===== src/design/message_dedup_filter_assert.svh =====
// Assertion macros shared by the message_dedup_filter RTL.
`ifndef MESSAGE_DEDUP_FILTER_ASSERT_SVH
`define MESSAGE_DEDUP_FILTER_ASSERT_SVH

`ifndef NO_ASSERTIONS

// Checked only while out of reset.
`define MDF_ASSERT(lbl, prop) \
    lbl: assert property (@(posedge i_clk) disable iff (!i_rst_n) prop) \
        else $error("mdf assertion failed");

// Checked at every edge, reset included.
`define MDF_ASSERT_ALWAYS(lbl, prop) \
    lbl: assert property (@(posedge i_clk) prop) \
        else $error("mdf assertion failed");

`else

`define MDF_ASSERT(lbl, prop)
`define MDF_ASSERT_ALWAYS(lbl, prop)

`endif

`endif


===== src/design/mdf_pkg.sv =====
package mdf_pkg;

    localparam int WORD_W      = 64;
    localparam int KEY_W       = 5 * WORD_W;
    localparam int OUT_TDATA_W = 8;

    typedef enum logic [1:0] {
        S_IDLE,
        S_SEARCH,
        S_RESULT
    } t_state;

    typedef struct packed {
        logic load_key;
        logic search_start;
        logic search_step;
        logic insert;
    } t_dp_cmd;

    typedef struct packed {
        logic match;
        logic done;
    } t_dp_sts;

endpackage


===== src/design/mdf_ctrl.sv =====
`include "message_dedup_filter_assert.svh"

module mdf_ctrl (
    input  logic              i_clk,
    input  logic              i_rst_n,
    input  logic              i_in_valid,
    output logic              o_in_ready,
    output logic              o_out_valid,
    output logic              o_out_is_new,
    input  logic              i_out_ready,
    output mdf_pkg::t_dp_cmd  o_cmd,
    input  mdf_pkg::t_dp_sts  i_sts
);

    mdf_pkg::t_state r_state, n_state;
    logic            r_is_new, n_is_new;
    logic            r_out_valid, n_out_valid;
    logic            r_out_is_new, n_out_is_new;
    logic            out_free;

    assign out_free = !r_out_valid || i_out_ready;

    always_ff @(posedge i_clk) begin
        if (!i_rst_n) begin
            r_state     <= mdf_pkg::S_IDLE;
            r_out_valid <= 1'b0;
        end else begin
            r_state     <= n_state;
            r_out_valid <= n_out_valid;
        end
    end

    always_ff @(posedge i_clk) begin
        r_is_new     <= n_is_new;
        r_out_is_new <= n_out_is_new;
    end

    always_comb begin
        n_state      = r_state;
        n_is_new     = r_is_new;
        n_out_valid  = r_out_valid && !i_out_ready;
        n_out_is_new = r_out_is_new;
        o_in_ready   = 1'b0;
        o_cmd        = '0;
        unique case (r_state)
            mdf_pkg::S_IDLE: begin
                o_in_ready = i_rst_n;
                if (i_in_valid && i_rst_n) begin
                    o_cmd.load_key     = 1'b1;
                    o_cmd.search_start = 1'b1;
                    n_state            = mdf_pkg::S_SEARCH;
                end
            end
            mdf_pkg::S_SEARCH: begin
                o_cmd.search_step = 1'b1;
                if (i_sts.match) begin
                    n_is_new = 1'b0;
                    n_state  = mdf_pkg::S_RESULT;
                end else if (i_sts.done) begin
                    o_cmd.insert = 1'b1;
                    n_is_new     = 1'b1;
                    n_state      = mdf_pkg::S_RESULT;
                end
            end
            mdf_pkg::S_RESULT: begin
                if (out_free) begin
                    n_out_valid  = 1'b1;
                    n_out_is_new = r_is_new;
                    n_state      = mdf_pkg::S_IDLE;
                end
            end
            default: begin
                n_state = mdf_pkg::S_IDLE;
            end
        endcase
    end

    assign o_out_valid  = r_out_valid;
    assign o_out_is_new = r_out_is_new;

    `MDF_ASSERT(a_insert_in_search, o_cmd.insert |-> (r_state == mdf_pkg::S_SEARCH))
    `MDF_ASSERT(a_accept_starts, (i_in_valid && o_in_ready) |=> (r_state == mdf_pkg::S_SEARCH))
    `MDF_ASSERT(a_result_loads, (r_state == mdf_pkg::S_RESULT && out_free) |=> r_out_valid)

endmodule


===== config.mk =====
export PLATFORM = sky130hd
export DESIGN_NAME = mdf_ctrl
export DESIGN_NICKNAME = d
export VERILOG_FILES = /design/src/design/mdf_pkg.sv /design/src/design/mdf_ctrl.sv
export VERILOG_INCLUDE_DIRS = /design/src /design/src/design
export SDC_FILE = /design/constraint.sdc
export NUM_CORES = 1
export LEC_CHECK = 0
export BUFFER_PORTS_ARGS = -buffer_cell sky130_fd_sc_hd__buf_2
export CAP_MARGIN = 20
export CORE_AREA = 8 8 45 47
export DETAILED_ROUTE_END_ITERATION = 6
export DIE_AREA = 0 0 53 55
export GPL_TIMING_DRIVEN = 0
export PLACE_DENSITY = 0.4
export SLEW_MARGIN = 40
export SYNTH_ARGS = -nofsm -noshare
export SYNTH_HDL_FRONTEND = slang
export SYNTH_SLANG_ARGS = --single-unit

===== constraint.sdc =====
create_clock -name i_clk -period 0.93 [get_ports i_clk]
set_input_delay 0.186 -clock i_clk [delete_from_list [all_inputs] [get_ports i_clk]]
set_output_delay 0.186 -clock i_clk [all_outputs]
set_load 0.01 [all_outputs]

# Word level (Yosys, flattened, before mapping)
# Cells that the tools add are included.
# totals
regBits,5
input_bits,6
output_inout_bits,7
elab_cells,33
# op_classes
eq_ne,5
n_mux,14
n_reduce_logical,10
# ops
operator,count
two-way mux 2 bit,7
two-way mux 1 bit,6
one-hot mux 2 bit (3 select lines),1
inequality test 2 bit (second input constant),2
AND reduction 2 bit,2
inequality test 3 bit (second input constant),1
AND reduction 3 bit,1
== test 2 x 1 -> 1 bit (second input constant),1
== test 2 bit (second input constant),1
logical AND 1 bit,2
logical NOT 1 bit,2
logical NOT 2 bit,1
nonzero test 2 bit,1
logical OR 1 bit,1

# Logic depth before layout (Yosys ltp)
# Gate-level depths: netlist of run 1.
# depth
ltp_word,4
depth_mapped,4
depth_no_buf,3

# Worst setup path after synthesis of run 1
# No wires, ideal clock.
# synth_path
path_kind,register to output
from,reg r_state[1]
to,out o_cmd[3] (netlist bit)
arrival_ns,0.985
required_ns,0.744
path_slack_ns,-0.241
stages_incl_launch_ff,5
path_buffers,1
cell_sequence,dfxtp_1 -> nand2b_1 -> nor2_1 -> and2_1 -> buf_4
# synth_lines
item,line_no,rtl
start: declaration,mdf_ctrl.sv:15,"mdf_pkg::t_state r_state, n_state;"
start signal: assignment,mdf_ctrl.sv:25,r_state <= mdf_pkg::S_IDLE;
start signal: assignment,mdf_ctrl.sv:28,r_state <= n_state;
end: declaration,mdf_ctrl.sv:11,"output mdf_pkg::t_dp_cmd o_cmd,"

==> results of run 1 <==
## path summary, 6_finish.rpt
check | from | endpoint | slack (ns) | cells after the start
worst min register to register | r_is_new | o_out_is_new | 0.42 | 0
worst max register to register | r_state[1] | r_is_new | -0.07 | 2
worst max-delay path | r_state[1] | o_cmd[3] | -0.34 | 5
worst min-delay path | i_in_valid | r_state[0] | 0.20 | 3
## cell usage in the layout, fill, tap and decap left out, drive strengths merged
cell type  Yosys  final
clkbuf         0      4
buf            2     16
nor2           4      4
o21a           1      1
dfxtp          3      3
and3           1      1
nand2b         3      3
mux2i          1      1
edfxtp         2      2
nor2b          2      2
a21boi         1      1
and2b          1      1
and2           1      1
inv            1      1
## per-stage QoR
stage	setup TNS, ns	setup WS [ns]	hold WS (ns)	power (mW)
after CTS	-1.58	-0.363	0.193	0.627
after detailed placement	-0.415	-0.141	0.412	0.349
after global routing	-1.85	-0.388	0.222	0.655
final	-1.53	-0.343	0.198	0.616
after floorplan	-0.113	-0.0877	0.304	0.313
after global placement	-0.429	-0.138	0.403	0.348
## final cells by class
class / count / share of cell area (%)
plain buffers: 2 / 5.22
clock buffers: 4 / 6.09
inverters: 1 / 0.870
multi-input cells: 15 / 31.0
flip-flops and latches: 5 / 29.0
well taps: 16 / 4.64
repair buffers: 14 / 23.2
## logic make-up (layout without fill, tap and decap cells)
logic type,count (synthesis),count (layout),synth area share [%]
and+or+nand+nor,12,12,34.2
AOI/OAI and AO/OA,2,2,6.03
DFF,5,5,48.2
muxes,1,1,4.02
buffers and inverters,3,21,7.53
## routing by layer
layer,part of all wire [%],up-vias,global-route usage [%]
met4,0,0,5.17
met5,0,-,0
met2,47,8,6.45
met1,48,85,4.88
li1,-,107,-
met3,4.5,0,0.802
## timing repair
action,CTS,global route
setup buffers,1,1
resized for setup,6,3
pin swaps,3,2
gates cloned,0,0
setup endpoints to repair,8,9
## state kept, by name (all words and copies together) (netlist names)
register	flops
r_is_new	1
o_out_valid	1
o_out_is_new	1
r_state	2
## worst reg2reg max path, stage by stage, from the launching register on
cell	delay, ns
dfxtp_2	0.32
and2b_4	0.26
nor2b_4	0.14
## power by group
part / switching [mW] / total, mW / internal [mW]
logic: 0.0465 / 0.124 / 0.0779
clock network: 0.0835 / 0.245 / 0.162
registers: 0.00723 / 0.246 / 0.239
==> impl_metrics.py, run 1 <==
metrics = {
    "placed_design": {
        "placed_area_um2": 352,
        "gp_congestion": 0.634,
        "dp.cells": 51,
        "portBuffers": 12,
    },
    "route": {
        "via_per_inst": 3.51,
        "drt-pass1-iter-count": 2,
        "drtIter0Drc": 2,
        "drtAntennaViolNets": 0,
        "drt-total-wl_um": 537,
        "wl_per_cell_um": 9.42,
        "drcViolationCount": 0,
        "via_count": 200,
    },
    "synthesis": {
        "async_reset_ff_share_pct": 0,
        "ys.flop_type": "dfxtp_1",
        "synthTopCellsByArea": "dfxtp_1, edfxtp_1, nand2b_1, buf_4, nor2b_4",
        "synth_area_um2": 249,
        "synthDistinctLibCells": 15,
        "synth_nets": 29,
        "synth_cells": 23,
        "synth_top_area_share_pct": 24.1,
        "yosysSeqAreaShare_pct": 48.2,
        "yosys_warnings": 0,
        "yosysTopAreaCell": "dfxtp_1",
        "synth-edff-count": 2,
        "synth_seq_cells": 5,
        "synth.avg_cell_area_um2": 10.8,
        "synth.top_cells.by_count": "dfxtp_1, nand2b_1, nor2_1",
    },
    "cts": {
        "clkSlewWorstSetupHoldPaths_ns": 0.04,
        "clock_path_buffers": 2,
        "clock_sinks": 5,
        "hold_buffers": 0,
        "cts_tree": "yes",
        "clockRootBuffer": "clkbuf_4",
        "clk_latency_ns": 0.24,
        "cts-buffers-inserted": 3,
        "cts_max_level": 1,
    },
    "grt": {
        "first_global_vias": 241,
        "grt_pass1_wl_um": 931,
        "grt.overflow.total": 0,
        "grt_max_degree": 5,
        "grt_antenna_before_repair": 0,
        "grt_usage_pct": 4.38,
    },
    "final_layout": {
        "drive_gt1_share_pct": 70.7,
        "stdcell_count": 57,
        "seq_area_um2": 125,
        "nFillCells": 147,
        "antenna_cells": 0,
        "syn_to_final_growth_pct": 73.4,
        "postLayoutCoreUtil_pct": 31.2,
        "final_nets": 48,
        "finalInstanceArea_um2": 432,
        "multi_input_area_um2": 134,
    },
    "setup_path": {
        "setup.worst_path.end_class": "primary output",
        "critical_path_class": "flop to primary output",
        "cp_max_fo": 3,
        "crit_path_start_kind": "flop",
        "path_buf_inv": 2,
        "cp_common_cell": "buf_6",
        "path_delay_family": "simple AND/OR/NAND/NOR gates",
        "cp_slowest_cell": "dfxtp_2",
        "slowest_delay_ns": 0.32,
        "worstPathArrival_ns": 1.09,
        "critical_path_required_ns": 0.74,
        "path_cells": "nand2b_4, nor2_4, and2_4, buf_6, buf_6",
    },
    "sta": {
        "fin_crit_ns": 1.27,
        "tightestPinTransition_ns": 0.117,
        "finalClockSkew_ns": 0.00159,
        "min_period_over_period_pct": 137,
        "max_freq_mhz": 785,
        "setup_viol": 7,
        "drv_slew": 0,
        "worst_slack_ns": -0.343,
        "relSlewSlack_pct": 92.0,
        "finalHoldViolations": 0,
        "rsz0062_at_grt": "true",
    },
    "power": {
        "p_leak_nw": 0.191,
        "p_per_area_nw_per_um2": 1430,
        "ir_drop_mv": 0.358,
    },
    "floorplanning": {
        "core_area_um2": 1380,
        "chipHeight_um": 55,
        "die-area_um2": 2920,
        "rows": 14,
        "io_pins": 13,
        "fp.dieW_um": 53,
        "start_util_pct": 18.0,
    },
    "job": {
        "maxCapViolCount": 0,
    },
    "status": {
        "outcome": "finished with violations",
        "violations": "negative setup slack",
    },
    "min_path": {
        "min_path_type": "input pin to flop",
    },
}
No activity file was read; power rests on OpenSTA's default activity.
==> run 2: changes to the inputs <==
GPL_TIMING_DRIVEN = default   (was 0)
HOLD_SLACK_MARGIN = 0.12   (was default)
==> impl_metrics.py, run 2 (synthesized netlist as in run 1, its figures left out) <==
metrics = {
    "final_layout": {
        "nFillCells": 155,
        "postLayoutCoreUtil_pct": 32.4,
        "largest_reg_flops": 2,
        "top_register": "r_state",
        "final_nets": 50,
        "drive_gt1_share_pct": 69.8,
        "antenna_cells": 0,
        "syn_to_final_growth_pct": 79.9,
        "finalInstanceArea_um2": 448,
        "layout_common_cells": "buf_2, buf_6, buf_4",
    },
    "power": {
        "ir_drop_mv": 0.559,
        "p_leak_nw": 0.200,
        "p_per_area_nw_per_um2": 1430,
    },
    "cts": {
        "cts_max_level": 1,
        "cts-buffers-inserted": 3,
        "clk_latency_ns": 0.24,
        "clkSlewWorstSetupHoldPaths_ns": 0.05,
        "cts_tree": "yes",
        "clock_path_buffers": 2,
        "clock_sinks": 5,
        "clockRootBuffer": "clkbuf_4",
    },
    "grt": {
        "first_global_vias": 257,
        "grt_max_degree": 4,
        "grt_pass1_wl_um": 1010,
        "grt_antenna_before_repair": 0,
        "grt_usage_pct": 4.87,
        "grt.overflow.total": 0,
    },
    "setup_path": {
        "path_buf_inv": 1,
        "path_cells": "and2b_4, and3_4, buf_6",
        "cp_slowest_cell": "dfxtp_2",
        "slowest_delay_ns": 0.32,
        "setup.worst_path.end_class": "primary output",
        "cp_max_fo": 3,
        "worstPathArrival_ns": 1.07,
        "crit_path_start_kind": "flop",
        "path_delay_family": "simple AND/OR/NAND/NOR gates",
        "critical_path_required_ns": 0.74,
        "critical_path_class": "flop to primary output",
    },
    "sta": {
        "max_freq_mhz": 798,
        "min_period_over_period_pct": 135,
        "finalClockSkew_ns": 0.00111,
        "relSlewSlack_pct": 92.0,
        "finalHoldViolations": 0,
        "drv_slew": 0,
        "tightestPinTransition_ns": 0.116,
        "fin_crit_ns": 1.25,
        "rsz0062_at_grt": "true",
        "worst_slack_ns": -0.323,
        "setup_viol": 7,
    },
    "route": {
        "wl_per_cell_um": 11.0,
        "drtIter0Drc": 2,
        "drt-total-wl_um": 649,
        "drcViolationCount": 0,
        "drt-pass1-iter-count": 2,
        "via_per_inst": 3.92,
        "via_count": 231,
        "drtAntennaViolNets": 0,
    },
    "status": {
        "outcome": "finished with violations",
        "violations": "negative setup slack",
    },
    "floorplanning": {
        "core_area_um2": 1380,
        "rows": 14,
        "io_pins": 13,
        "chipHeight_um": 55,
        "fp.dieW_um": 53,
        "start_util_pct": 18.0,
        "die-area_um2": 2920,
    },
    "job": {
        "maxCapViolCount": 0,
    },
    "placed_design": {
        "gp_congestion": 0.643,
        "placed_area_um2": 348,
        "place_hpwl_um": 489,
        "portBuffers": 12,
    },
    "min_path": {
        "min_path_type": "input pin to flop",
    },
}
-- run 2: changes by cell type in the layout (fill, tap and decap cells not counted) --
| cell | previous run | this run |
|---|---|---|
| buf_2 | 8 | 7 |
| buf_4 | 2 | 4 |
| buf_6 | 6 | 7 |
| dfxtp_2 | 1 | 2 |
| dfxtp_4 | 1 | 0 |
| nor2b_1 | 0 | 1 |
| nor2b_2 | 1 | 0 |
-- run 2: worst reg2reg max path: stages, from the launching register on --
cell	delay, ns
dfxtp_2	0.32
and2b_4	0.24
buf_4	0.11
nor2b_4	0.14
-- run 2: area by class of cell --
cell class / instances / area, um^2 / area share, %
multi-input cells: 15 / 131 / 29.3
well taps: 16 / 20.0 / 4.47
flip-flops and latches: 5 / 123 / 27.4
inverters: 1 / 3.75 / 0.838
repair buffers: 18 / 144 / 32.1
clock buffers: 4 / 26.3 / 5.87
-- run 2: layer usage --
metal  GRT usage, %  vias up  part of all wire [%]
li1               -      113                     -
met1           5.02      106                    44
met2           6.84       10                    44
met3           2.41        2                   8.9
met4           5.17        0                   2.9
met5              0        -                     0
-- run 2: final timing paths --
check                   from           end  slack [ns]  cells past startpoint
setup / recovery  r_state[1]      o_cmd[0]       -0.32                      3
hold / removal    i_in_valid    r_state[0]        0.22                      3
setup reg to reg  r_state[1]      r_is_new       -0.16                      3
hold reg to reg     r_is_new  o_out_is_new        0.43                      0
-- run 2: power breakdown --
group,internal (mW),leakage (nW),total [mW],switching (mW)
logic,0.0878,0.141,0.141,0.0532
registers,0.239,0.0436,0.245,0.00554
clock network,0.162,0.0150,0.256,0.0933
-- run 2: repair_timing --
| item | CTS | global route |
|---|---|---|
| pin swaps | 3 | 2 |
| endpoints found under the hold margin | 0 | 0 |
| setup buffers | 3 | 1 |
| hold buffers | 0 | 0 |
| cloned | 0 | 0 |
| setup endpoints to repair | 7 | 9 |
| gates resized for setup | 8 | 1 |
-- run 2: per-stage QoR --
step,hold slack (ns),setup WS (ns),total power [mW],cells,TNS (ns)
after floorplan,0.304,-0.0877,0.313,23,-0.113
after global placement,0.405,-0.0914,0.346,51,-0.235
after CTS,0.217,-0.319,0.643,58,-1.64
final,0.217,-0.323,0.642,59,-1.71
after detailed placement,0.418,-0.105,0.348,51,-0.303
after global routing,0.226,-0.363,0.688,59,-2.01
==> run 3: changes to the inputs <==
PLACE_DENSITY = 0.39   (was 0.4)
clock period = 1.6 ns   (was 0.93 ns; I/O delays follow)
==> impl_metrics.py, run 3 (synthesized netlist as in run 1, its figures left out) <==
metrics = {
    "status": {
        "outcome": "completed",
    },
    "setup_path": {
        "reg2reg_slack_ns": 0.60,
        "worstReg2RegEnd": "r_is_new",
        "setup.worst_path.end_class": "primary output",
        "crit_path_start_kind": "flop",
        "reg2reg_depth": 2,
        "critical_path_required_ns": 1.28,
        "worstPathArrival_ns": 1.12,
        "rr_startpoint": "r_state[1]",
        "cp_max_fo": 3,
        "critical_path_class": "flop to primary output",
    },
    "cts": {
        "clkSlewWorstSetupHoldPaths_ns": 0.05,
        "cts_max_level": 1,
        "ctsResizeCount": 0,
        "clockRootBuffer": "clkbuf_4",
        "hold_buffers": 0,
        "clk_latency_ns": 0.25,
        "clock_path_buffers": 2,
        "cts-buffers-inserted": 3,
        "clock_sinks": 5,
        "cts_tree": "yes",
        "cts_setup_buffers": 0,
    },
    "min_path": {
        "hold_depth": 2,
        "hold_end": "r_state[1]",
        "min_from": "i_rst_n",
        "min_path_type": "input pin to flop",
    },
    "route": {
        "drt-pass1-iter-count": 4,
        "via_per_inst": 3.81,
        "via_count": 202,
        "drtIter0Drc": 5,
        "drtAntennaViolNets": 0,
        "drt-total-wl_um": 552,
        "drcViolationCount": 0,
        "wl_per_cell_um": 10.4,
    },
    "floorplanning": {
        "die-area_um2": 2920,
        "rows": 14,
        "chipHeight_um": 55,
        "core_area_um2": 1380,
        "start_util_pct": 18.0,
        "fp.dieW_um": 53,
        "io_pins": 13,
    },
    "sta": {
        "setup_viol": 0,
        "finalClockSkew_ns": 0.00447,
        "relSlewSlack_pct": 92.1,
        "drv_slew": 0,
        "fin_setup_tns_ns": 0,
        "fin_crit_ns": 1.44,
        "tightestPinTransition_ns": 0.115,
        "min_period_over_period_pct": 89.9,
        "max_freq_mhz": 695,
        "rsz0062_at_grt": "false",
        "finalHoldViolations": 0,
    },
    "final_layout": {
        "nFillCells": 152,
        "multi_input_area_um2": 110,
        "final_nets": 44,
        "layout_common_cells": "buf_2, nand2b_1, nor2_1, clkbuf_4, dfxtp_1",
        "final_common_cell": "buf_2",
        "largest_reg_flops": 2,
        "stdcell_count": 53,
        "syn_to_final_growth_pct": 36.7,
        "drive_gt1_share_pct": 51.4,
        "antenna_cells": 0,
        "postLayoutCoreUtil_pct": 24.6,
        "finalInstanceArea_um2": 340,
        "top_register": "r_state",
        "seq_area_um2": 120,
    },
    "placed_design": {
        "gp_congestion": 0.719,
        "placed_area_um2": 314,
        "place_hpwl_um": 454,
        "dp.cells": 49,
        "portBuffers": 12,
    },
    "power": {
        "clkPwrFrac_pct": 44.8,
        "ir_drop_mv": 0.279,
        "p_switching_mw": 0.0812,
        "internal_power_mw": 0.257,
        "p_leak_nw": 0.158,
        "p_comb_share_pct": 13.3,
        "p_per_area_nw_per_um2": 992,
        "switching_share_pct": 24.0,
        "seqPwrFrac_pct": 41.9,
    },
    "grt": {
        "grt_usage_pct": 4.32,
        "first_global_vias": 211,
        "grt.overflow.total": 0,
        "grt_pass1_wl_um": 876,
        "grt_antenna_before_repair": 0,
        "grt_max_degree": 5,
    },
    "job": {
        "maxCapViolCount": 0,
    },
}
## run 3: per-stage QoR
step           setup slack, ns  hold WS, ns  power (mW)
6_report                 0.162        0.300       0.338
5_1_grt                 0.0552        0.305       0.358
4_1_cts                  0.123        0.291       0.348
3_5_place_dp             0.375        0.406       0.190
3_3_place_gp             0.407        0.404       0.189
2_1_floorplan            0.295        0.400       0.174
## run 3: worst max-delay path by stage
| stage | start | endpoint | slack [ns] | cells after the start |
|---|---|---|---|---|
| 6_report | r_state[1] | o_cmd[3] | 0.16 | 4 |
| 5_1_grt | r_state[1] | o_cmd[3] | 0.06 | 4 |
| 4_1_cts | r_state[1] | o_cmd[3] | 0.12 | 4 |
| 3_5_place_dp | i_rst_n | o_cmd[3] | 0.37 | 5 |
| 3_3_place_gp | i_rst_n | o_cmd[3] | 0.41 | 5 |
| 2_1_floorplan | r_state[1] | o_cmd[3] | 0.29 | 4 |
## run 3: cell type report
cell class / count / area share [%]
Clock buffer: 4 / 7.72
Timing Repair Buffer: 12 / 17.6
Multi-Input combinational cell: 15 / 32.4
Sequential cell: 5 / 35.3
Inverter: 1 / 1.10
Tap cell: 16 / 5.88
## run 3: critical path, cell delays in order, from the launching register on
cell and delay [ns]:
dfxtp_1 0.31, nand2b_1 0.15, nor2_1 0.12, and2_1 0.15, buf_2 0.13
## run 3: per-layer routing
| metal | up-vias | GRT usage [%] | part of all wire (%) |
|---|---|---|---|
| li1 | 100 | - | - |
| met1 | 89 | 3.66 | 37 |
| met2 | 13 | 6.45 | 52 |
| met3 | 0 | 3.48 | 11 |
| met4 | 0 | 3.88 | 0 |
| met5 | - | 0 | 0 |
## run 3: power groups by stage
stage / sequential, mW / combinational (mW) / clock, mW
final: 0.142 / 0.0449 / 0.151
after global routing: 0.142 / 0.0500 / 0.167
after CTS: 0.142 / 0.0460 / 0.161
after detailed placement: 0.144 / 0.0457 / 0
after global placement: 0.144 / 0.0449 / 0
after floorplan: 0.144 / 0.0295 / 0
